[src/design/rau_pkg.sv]
package rau_pkg;

  localparam int unsigned FieldW = 32;

  typedef enum logic [1:0] {
    KIND_ADD = 2'd0,
    KIND_SUB = 2'd1,
    KIND_MUL = 2'd2,
    KIND_DIV = 2'd3
  } kind_e;

  typedef enum logic [1:0] {
    CLASS_FINITE = 2'd0,
    CLASS_INF    = 2'd1,
    CLASS_NAN    = 2'd2
  } class_e;

  // Sign and magnitude of one operand field; only the low WIDTH bits of mag are used.
  typedef struct packed {
    logic              neg;
    logic [FieldW-1:0] mag;
  } sm_t;

  typedef struct packed {
    kind_e kind;
    sm_t   a_num;
    sm_t   a_den;
    sm_t   b_num;
    sm_t   b_den;
  } op_t;

  typedef struct packed {
    logic [FieldW-1:0] num;
    logic [FieldW-1:0] den;
    class_e            cls;
  } res_t;

endpackage

[src/design/rau_front.sv]
module rau_front #(
  parameter int unsigned WIDTH = 32
) (
  input  logic                         clk_i,
  input  logic                         rst_ni,
  input  logic                         push,
  output logic                         full,
  input  logic [1:0]                   kind_i,
  input  logic [rau_pkg::FieldW-1:0]   a_num_i,
  input  logic [rau_pkg::FieldW-1:0]   a_den_i,
  input  logic [rau_pkg::FieldW-1:0]   b_num_i,
  input  logic [rau_pkg::FieldW-1:0]   b_den_i,
  output logic                         op_valid_o,
  input  logic                         op_ready_i,
  output rau_pkg::op_t                 op_o
);

  localparam int unsigned Depth = 2;

  rau_pkg::op_t mem_q [Depth];
  logic         wr_ptr_q, rd_ptr_q;
  logic [1:0]   cnt_q;
  logic         wr_en, rd_en;
  rau_pkg::op_t op_in;

  // Operands are sign-extended from bit WIDTH-1 and split into sign and magnitude.
  function automatic rau_pkg::sm_t to_sm(input logic [rau_pkg::FieldW-1:0] raw);
    logic [WIDTH-1:0] low;
    logic [WIDTH-1:0] neg_low;
    rau_pkg::sm_t     r;
    low     = raw[WIDTH-1:0];
    neg_low = ~low + 1'b1;
    r.neg   = low[WIDTH-1];
    r.mag   = rau_pkg::FieldW'(low[WIDTH-1] ? neg_low : low);
    return r;
  endfunction

  always_comb begin
    op_in.kind  = rau_pkg::kind_e'(kind_i);
    op_in.a_num = to_sm(a_num_i);
    op_in.a_den = to_sm(a_den_i);
    op_in.b_num = to_sm(b_num_i);
    op_in.b_den = to_sm(b_den_i);
  end

  assign full       = (cnt_q == 2'(Depth));
  assign op_valid_o = (cnt_q != 2'd0);
  assign op_o       = mem_q[rd_ptr_q];
  assign wr_en      = push && !full;
  assign rd_en      = op_valid_o && op_ready_i;

  always_ff @(posedge clk_i) begin
    if (wr_en) begin
      mem_q[wr_ptr_q] <= op_in;
    end
  end

  always_ff @(posedge clk_i or negedge rst_ni) begin
    if (!rst_ni) begin
      wr_ptr_q <= 1'b0;
      rd_ptr_q <= 1'b0;
      cnt_q    <= 2'd0;
    end else begin
      if (wr_en) begin
        wr_ptr_q <= ~wr_ptr_q;
      end
      if (rd_en) begin
        rd_ptr_q <= ~rd_ptr_q;
      end
      if (wr_en && !rd_en) begin
        cnt_q <= cnt_q + 2'd1;
      end else if (rd_en && !wr_en) begin
        cnt_q <= cnt_q - 2'd1;
      end
    end
  end

endmodule

[config.mk]
export PLATFORM = sky130hd
export DESIGN_NAME = rau_front
export DESIGN_NICKNAME = d
export VERILOG_FILES = /design/src/design/rau_pkg.sv /design/src/design/rau_front.sv
export SDC_FILE = /design/constraint.sdc
export NUM_CORES = 1
export LEC_CHECK = 0
export BUFFER_PORTS_ARGS = -buffer_cell sky130_fd_sc_hd__buf_2
export CAP_MARGIN = 20
export CORE_MARGIN = 2
export CORE_UTILIZATION = 35
export CTS_CLUSTER_DIAMETER = 30
export DETAILED_ROUTE_END_ITERATION = 7
export SKIP_LAST_GASP = 1
export SLEW_MARGIN = 20
export SYNTH_ARGS = -nofsm -noshare
export SYNTH_HDL_FRONTEND = slang
export SYNTH_SLANG_ARGS = --single-unit
[constraint.sdc]
create_clock -name clk_i -period 8.4 [get_ports clk_i]
set_clock_uncertainty 0.05 [all_clocks]
set_input_delay 1.68 -clock clk_i [delete_from_list [all_inputs] [get_ports clk_i]]
set_output_delay 1.68 -clock clk_i [all_outputs]
set_load 0.005 [all_outputs]
==> impl_metrics.yaml, run 1 <==
finish:
  nNetsFinal: 1270
  final_core_util: 0.4694
  drive_above_1_share: 0.4495
  area_growth_pct: 32.35
  finalInstanceArea_um2: 16660
clock_network:
  post-cts-setup-buffers: 0
  cts_max_level: 3
  insertion_delay_ns: 0.54
  cts_resized: 0
  cts-hold-fix-buffers: 0
  cts_tree: "yes"
  cts.sinks: 272
  cts-buffers-inserted: 67
  clk_path_buf_depth: 3
  cts_root_buf: "clkbuf_16"
  clkSlewWorstSetupHoldPaths_ns: 0.04
power:
  clockPowerShare: 0.427
  irDropWorstVdd_mv: 0.3179
  p_switching_uw: 1494
  p_int_uw: 4233
  powerDensity_nw_per_um2: 343.8
  p_comb_frac: 0.223
  swShare: 0.2609
  pwr-share-seq: 0.350
  p_leak_uw: 0.005958
synthesis:
  synth-edff-count: 268
  yosysSeqAreaShare: 0.6474
  synthArstFlopShare: 0.01471
  synth_cell_types: 41
  ys_ff_latch: 272
  syn_nets: 957
  syn_area_um2: 12590
  ys.flop_type: "edfxtp_1"
  synth_cells: 818
  yosys_warnings: 0
  postSynthAreaPerCell_um2: 15.39
worst_setup_path:
  crit_path_max_incr_delay_ns: 0.69
  worstPathArrival_ns: 2.91
  critPathLaunch: "rd_ptr_q"
  cpLargestDelayFamily: "buffers and inverters"
  cp-end-kind: "output port"
  path_buf_inv: 3
  r2r_slack_ns: 6.27
  r2r_start: "cnt_q[0]"
  ff2ff_path_depth: 3
  cp_max_fo: 61
  critical_path.cell_chain: "buf_16 -> buf_4 -> mux2_2 -> buf_2"
  setup.worst_path.end: "op_o[101]"
  worstSetupPathDepth: 4
  cpMaxStageDelayCell: "dfrtp_4"
  cp-start-kind: "register"
  crit_type: "reg2out"
  cp.required_ns: 6.67
  r2r_end: "mem_q[1][130]"
timing:
  fmaxAchievable_mhz: 215.6
  fin_setup_tns_ns: 0
  hold_violations: 0
  tightest_slew_ns: 0.9902
  post-route-period-util: 0.5521
  slew_violations: 0
  grt_setup_unrepaired: "false"
  maxSlewHeadroom: 0.3399
  min_period_ns: 4.638
  setup_viol: 0
floorplan:
  die_y_um: 193.6
  start_util: 0.3547
  core_area_um2: 35480
  rows: 69
  die_w_um: 193.6
  dieArea_um2: 37490
  num_io_pins: 270
global_routing:
  grt_pass1_vias: 8434
  overflow: 0
  antenna_found_initial: 5
  grt_pass1_wl_mm: 46.24
  grt_start_max_net_pins: 76
  grt_usage: 0.1568
min_path:
  holdCritPathClass: "reg2reg"
  hold_path_startpoint: "cnt_q[1]"
route:
  routed-via-count: 8123
  highest_layer: "met5"
  wl_per_cell_um: 18.06
  avgViaCountPerCell: 4.944
  drt-total-wl_mm: 29.67
  drtIter0Drc: 333
  drt_first_pass_iters: 4
  final_antenna_net_count: 0
  wl_met3_mm: 2.203
  wl_met1_mm: 13.22
  met2WireLength_mm: 13.58
  drc: 0
status:
  status: "completed"
placement:
  placed_cell_area_um2: 14440
  portBuffers: 269
  gp_congestion: 0.7483
  dp_hpwl_mm: 19.47
flow_run:
  maxCapViolCount: 0
[through the flow]
stage | hold slack, ns | power [µW] | setup slack (ns) | instances
after floorplan | 0.4066 | 2788 | 0.3861 | 818
after global placement | 0.4245 | 3305 | 4.085 | 1522
after detailed placement | 0.4427 | 3316 | 4.060 | 1522
after CTS | 0.4542 | 5808 | 3.462 | 1639
after global routing | 0.4579 | 6004 | 3.615 | 1641
final | 0.4495 | 5727 | 3.762 | 1643
[synthesized netlist by cell type (2+ instances only)]
master,number,area share
or2_2,3,0.0015
o41ai_2,7,0.0090
nor4b_1,3,0.0021
o41ai_1,26,0.018
mux2_2,134,0.12
inv_1,11,0.0033
clkbuf_1,26,0.0078
dfrtp_1,4,0.0080
ha_1,5,0.0050
nor4_1,10,0.0050
or3_1,8,0.0040
nand3_1,7,0.0028
buf_2,2,0.00080
or4_1,8,0.0048
buf_1,3,0.00089
nand2_1,39,0.012
nand4_1,5,0.0025
nor2_1,13,0.0039
nor4_2,3,0.0030
o21ai_0,23,0.0091
o31ai_2,4,0.0040
nand3b_1,3,0.0018
xor2_1,2,0.0014
nand2b_1,12,0.0060
o31ai_1,40,0.024
nor3_1,17,0.0068
edfxtp_1,268,0.64
xnor2_1,119,0.083
[cells in the final DEF, fill, tap and decap left out, types with 10 or more instances in the layout]
| master | instances |
|---|---|
| mux2_2 | 134 |
| clkinv_1 | 10 |
| nand2b_1 | 12 |
| o31ai_1 | 40 |
| edfxtp_1 | 268 |
| inv_1 | 11 |
| nand2_1 | 39 |
| o21ai_0 | 23 |
| nor2_1 | 12 |
| nor4_1 | 10 |
| nor3_1 | 17 |
| clkbuf_1 | 11 |
| xnor2_1 | 119 |
| o41ai_1 | 26 |
| clkbuf_16 | 71 |
| buf_2 | 269 |
[state kept, by name, indices dropped and copies added (netlist names)]
name	flops
rd_ptr_q	1
cnt_q	2
mem_q	268
wr_ptr_q	1
[cell families (layout without fill, tap and decap cells)]
logic type,Yosys count,count (layout),share of synthesized area
AOI/OAI and AO/OA,100,100,0.06412
xor gates and xnor gates,121,121,0.08420
adders and majority gates,5,5,0.004971
buffers and inverters,42,403,0.01272
DFF,272,272,0.6474
muxes,134,134,0.1199
other,0,3,0
and+or+nand+nor,144,144,0.06671
[how the worst min path moves through the flow]
stage | depth (start not counted) | to | slack, ns
after floorplan | 1 | cnt_q[1] | 0.41
after global placement | 1 | cnt_q[1] | 0.42
after detailed placement | 1 | cnt_q[1] | 0.44
after CTS | 1 | cnt_q[1] | 0.45
after global routing | 1 | cnt_q[1] | 0.46
final | 1 | cnt_q[1] | 0.45
[layer usage]
layer	GRT usage	vias to the layer above
met3	0.05566	57
met4	0.05513	6
met1	0.2056	3938
li1	-	3857
met2	0.2407	265
met5	0	-
[power groups by stage]
stage | sequential, µW | combinational (µW) | clock, µW
finish | 2000 | 1280 | 2450
global route | 2030 | 1400 | 2570
CTS | 2060 | 1250 | 2500
detailed placement | 2080 | 1240 | 0
global placement | 2080 | 1220 | 0
floorplan | 2020 | 772 | 0
[area by class of cell]
cell class | instances | area, µm²
Antenna cell | 3 | 7.507
Clock buffer | 84 | 1846
Clock inverter | 33 | 332.8
Fill cell | 3111 | 18830
Inverter | 11 | 41.29
Multi-Input combinational cell | 504 | 4290
Sequential cell | 272 | 8152
Tap cell | 461 | 576.8
Timing Repair Buffer | 275 | 1411
Note: power is estimated with default switching activity, not from simulation.
==> run 2: changes to the inputs <==
==> constraint.sdc (replaced) <==
create_clock -name clk_i -period 4.6 [get_ports clk_i]
set_clock_uncertainty 0.05 [all_clocks]
set_input_delay 0.92 -clock clk_i [delete_from_list [all_inputs] [get_ports clk_i]]
set_output_delay 0.92 -clock clk_i [all_outputs]
set_load 0.005 [all_outputs]
==> run 2 against run 1 <==
Combinational power increased by 87%. First-iteration DRC count increased by 38%. Sequential share of layout area increased by 0.74 points. Routed wire length decreased by 1.2%. Global-route usage decreased by 0.085 points. Final cell count decreased by 0.61%. Clock power increased by 62%. Critical path depth decreased by 1. Largest cell class unchanged.
==> impl_metrics.yaml, run 2 (synthesis gave the netlist of run 1 again) <==
flow_run:
  maxCapViolCount: 0
clock_network:
  clkSlewWorstSetupHoldPaths_ns: 0.04
  clk_path_buf_depth: 3
  insertion_delay_ns: 0.58
  cts_resized: 0
  cts_tree: "yes"
  cts.sinks: 272
  cts_root_buf: "clkbuf_16"
  post-cts-setup-buffers: 0
  cts_max_level: 2
  cts-hold-fix-buffers: 0
  cts-buffers-inserted: 58
route:
  avgViaCountPerCell: 4.989
  drt-total-wl_mm: 29.32
  drc: 0
  wl_per_cell_um: 17.96
  final_antenna_net_count: 0
  routed-via-count: 8147
  drtIter0Drc: 460
  drt_first_pass_iters: 4
timing:
  maxSlewHeadroom: 0.3926
  min_period_ns: 3.428
  hold_violations: 0
  fmaxAchievable_mhz: 291.7
  tightest_slew_ns: 0.9111
  setup_viol: 0
  fin_ws_ns: 1.172
  post-route-period-util: 0.7452
  slew_violations: 0
  grt_setup_unrepaired: "false"
  fin_setup_tns_ns: 0
worst_setup_path:
  ff2ff_path_depth: 3
  cp_max_fo: 80
  r2r_start: "cnt_q[0]"
  r2r_end: "mem_q[1][71]"
  cp-end-kind: "output port"
  worstPathArrival_ns: 2.46
  cp-start-kind: "register"
  r2r_slack_ns: 2.48
  cp.required_ns: 3.63
  crit_path_max_incr_delay_ns: 0.77
  crit_type: "reg2out"
  cpMaxStageDelayCell: "dfrtp_4"
  critical_path.cell_chain: "buf_12 -> mux2_2 -> buf_2"
  critPathLaunch: "rd_ptr_q"
finish:
  top_regs: "mem_q x268, cnt_q x2"
  antenna_cells: 0
  largest_register: "mem_q"
  mostFrequentLayoutCells: "buf_2, edfxtp_1, mux2_2"
  area_growth_pct: 30.39
  largest_reg_flops: 268
  num-fill-cells: 3171
  drive_above_1_share: 0.4514
  nNetsFinal: 1262
  final_common_cell: "buf_2"
  fin_cells: 1633
floorplan:
  start_util: 0.3547
  dieArea_um2: 37490
  die_y_um: 193.6
  die_w_um: 193.6
  rows: 69
  core_area_um2: 35480
  num_io_pins: 270
global_routing:
  overflow: 0
  grt_usage: 0.1560
  antenna_found_initial: 1
  grt_pass1_vias: 8518
  grt_start_max_net_pins: 81
  grt_pass1_wl_mm: 46.56
placement:
  gp_congestion: 0.7814
  dp_slack_ns: 1.293
  portBuffers: 269
  dp_hpwl_mm: 19.54
  dp_cells: 1524
power:
  irDropWorstVdd_mv: 0.4669
  p_leak_uw: 0.005819
  powerDensity_nw_per_um2: 608.0
status:
  status: "completed"
min_path:
  holdCritPathClass: "in2async"
-- run 2: changes by cell type in the layout (fill, tap and decap cells not counted), moves of 3 or more --
cell / change
buf_12: +3
clkbuf_1: -5
clkbuf_16: -13
clkinvlp_4: +6
diode_2: -3
-- run 2: area by class of cell --
| cell class | instances | area, µm² | area share |
|---|---|---|---|
| Timing Repair Buffer | 276 | 1436 | 0.08753 |
| Inverter | 11 | 41.29 | 0.002516 |
| Tap cell | 461 | 576.8 | 0.03515 |
| Clock buffer | 64 | 1474 | 0.08981 |
| Multi-Input combinational cell | 504 | 4290 | 0.2614 |
| Clock inverter | 45 | 440.4 | 0.02684 |
| Sequential cell | 272 | 8152 | 0.4967 |
-- run 2: critical path: cells and delay by family, from the launching register on --
family                 cells  cell delay, ns
multiplexers               1            0.41
flip-flops                 1            0.77
buffers and inverters      2            0.52
-- run 2: power breakdown --
part	internal, µW	switching (µW)
sequential	3450	180
combinational	1140	1250
clock	2600	1360
-- run 2: how the worst max path moves through the flow --
stage,end,slack (ns)
finish,op_o[125],1.17
global route,op_o[123],1.03
floorplan,mem_q[1][0],0.004
detailed placement,mem_q[0][47],1.29
global placement,mem_q[0][47],1.32
CTS,op_o[123],1.10
-- run 2: routing by layer --
metal | global-route usage | share of wire | vias to the layer above | routed length, µm
met2 | 0.2492 | 0.47 | 261 | 13880
met1 | 0.2003 | 0.43 | 3999 | 12600
met4 | 0.04637 | 0.019 | 0 | 551
met3 | 0.05427 | 0.078 | 50 | 2284
li1 | - | - | 3837 | -
met5 | 0 | 0 | - | 0
-- run 2: stage by stage --
| step | area [µm²] | hold WS, ns | total power (µW) | utilization |
|---|---|---|---|---|
| detailed placement | 14500 | 0.4268 | 6128 | 0.4085 |
| global route | 16410 | 0.05426 | 10480 | 0.4625 |
| CTS | 16410 | 0.04393 | 10150 | 0.4625 |
| global placement | 14500 | 0.4230 | 6093 | 0.4085 |
| floorplan | 12590 | 0.4066 | 5046 | - |
| finish | 16410 | 0.08454 | 9978 | 0.4625 |
==> run 3: changes to the inputs <==
==> constraint.sdc (replaced) <==
create_clock -name clk_i -period 3.6 [get_ports clk_i]
set_clock_uncertainty 0.05 [all_clocks]
set_input_delay 0.72 -clock clk_i [delete_from_list [all_inputs] [get_ports clk_i]]
set_output_delay 0.72 -clock clk_i [all_outputs]
set_load 0.005 [all_outputs]
==> run 3 against run 2 <==
Power increased by 37%. Die area unchanged. Global-route usage increased by 0.12 points. Critical path depth did not move. Via count grew 0.77%. Critical endpoint is now op_o[67].
==> impl_metrics.yaml, run 3 (synthesis gave the netlist of run 1 again) <==
status:
  status: "completed"
route:
  drt_first_pass_iters: 7
  highest_layer: "met5"
  wl_per_cell_um: 17.97
  routed-via-count: 8210
  avgViaCountPerCell: 4.955
  wl_met1_mm: 12.53
  drt-total-wl_mm: 29.78
  met2WireLength_mm: 13.96
  final_antenna_net_count: 0
  wl_met3_mm: 2.652
  drc: 0
  drtIter0Drc: 335
finish:
  top_regs: "mem_q x268, cnt_q x2"
  num-fill-cells: 3103
  mostFrequentLayoutCells: "buf_2, edfxtp_1, mux2_2"
  final_common_cell: "buf_2"
  largest_reg_flops: 268
  nNetsFinal: 1275
  largest_register: "mem_q"
  final_core_util: 0.4744
  area_growth_pct: 33.75
  drive_above_1_share: 0.4513
timing:
  hold_violations: 0
  tightest_slew_ns: 0.7134
  setup_viol: 0
  min_period_ns: 3.029
  post-route-period-util: 0.8413
  maxSlewHeadroom: 0.5177
  grt_setup_unrepaired: "false"
  slew_violations: 0
  fmaxAchievable_mhz: 330.2
  fin_setup_tns_ns: 0
clock_network:
  clk_path_buf_depth: 3
  clkSlewWorstSetupHoldPaths_ns: 0.04
  insertion_delay_ns: 0.55
  cts-buffers-inserted: 68
  cts_tree: "yes"
  cts_max_level: 3
  post-cts-setup-buffers: 0
  cts.sinks: 272
  cts_root_buf: "clkbuf_16"
power:
  powerDensity_nw_per_um2: 812.5
  p_leak_uw: 0.006043
  irDropWorstVdd_mv: 0.5035
global_routing:
  antenna_found_initial: 5
  grt_pass1_wl_mm: 46.75
  grt_start_max_net_pins: 79
  overflow: 0
  grt_pass1_vias: 8604
  grt_usage: 0.1572
worst_setup_path:
  crit_type: "reg2out"
  cp-start-kind: "register"
  cp-end-kind: "output port"
  cp_max_fo: 55
  worstPathArrival_ns: 2.26
  cp.required_ns: 2.83
  r2r_slack_ns: 1.63
floorplan:
  num_io_pins: 270
  dieArea_um2: 37490
  die_w_um: 193.6
  die_y_um: 193.6
  rows: 69
  start_util: 0.3547
  core_area_um2: 35480
placement:
  portBuffers: 269
  gp_congestion: 0.7781
  dp_hpwl_mm: 19.60
min_path:
  holdCritPathClass: "in2reg"
flow_run:
  maxCapViolCount: 0
[run 3: layout make-up]
| cell class | count | area, µm² | share of cell area |
|---|---|---|---|
| Sequential cell | 272 | 8152 | 0.4842 |
| Tap cell | 461 | 576.8 | 0.03426 |
| Clock inverter | 37 | 444.2 | 0.02639 |
| Multi-Input combinational cell | 504 | 4290 | 0.2549 |
| Clock buffer | 87 | 1815 | 0.1078 |
| Timing Repair Buffer | 279 | 1499 | 0.08904 |
| Inverter | 11 | 41.29 | 0.002453 |
| Antenna cell | 6 | 15.01 | 0.0008919 |
[run 3: timing repair]
item | in CTS | in global routing
hold endpoints to repair | 4 | 0
hold buffers | 1 | 0
gates resized for setup | 0 | 0
[run 3: critical path, cell delays in order, from the launching register on]
cell	delay, ns
dfrtp_4	0.74
buf_12	0.37
mux2_2	0.40
buf_2	0.15
[run 3: final timing paths]
kind / from / to / cells after the start
max in group asynchronous: rst_ni / rd_ptr_q / 2
setup / recovery: rd_ptr_q / op_o[67] / 3
setup reg to reg: cnt_q[0] / mem_q[1][112] / 3
min in group asynchronous: rst_ni / rd_ptr_q / 2
hold reg to reg: cnt_q[1] / cnt_q[1] / 1
hold / removal: kind_i[0] / mem_q[1][132] / 1
[run 3: report_power, final]
part	switching [µW]	leakage, µW	internal [µW]
Clock	1770	0.00110	4180
Combinational	1600	0.00240	1490
Sequential	226	0.00254	4410
[run 3: through the flow]
stage	power (µW)	cells	setup slack, ns	instance area (µm²)	hold slack [ns]
after floorplan	6417	818	0.3042	12590	0.3744
after global placement	7825	1526	0.6972	14550	0.4224
after detailed placement	7860	1526	0.6105	14550	0.4376
after CTS	13890	1651	0.5051	16820	0.2773
final	13680	1657	0.5712	16830	0.3152
after global routing	14330	1652	0.4573	16820	0.2873
[run 3: routing by layer]
| layer | vias to the layer above | global-route usage |
|---|---|---|
| met5 | - | 0 |
| li1 | 3869 | - |
| met1 | 3978 | 0.1935 |
| met3 | 54 | 0.05671 |
| met2 | 305 | 0.2505 |
| met4 | 4 | 0.06559 |
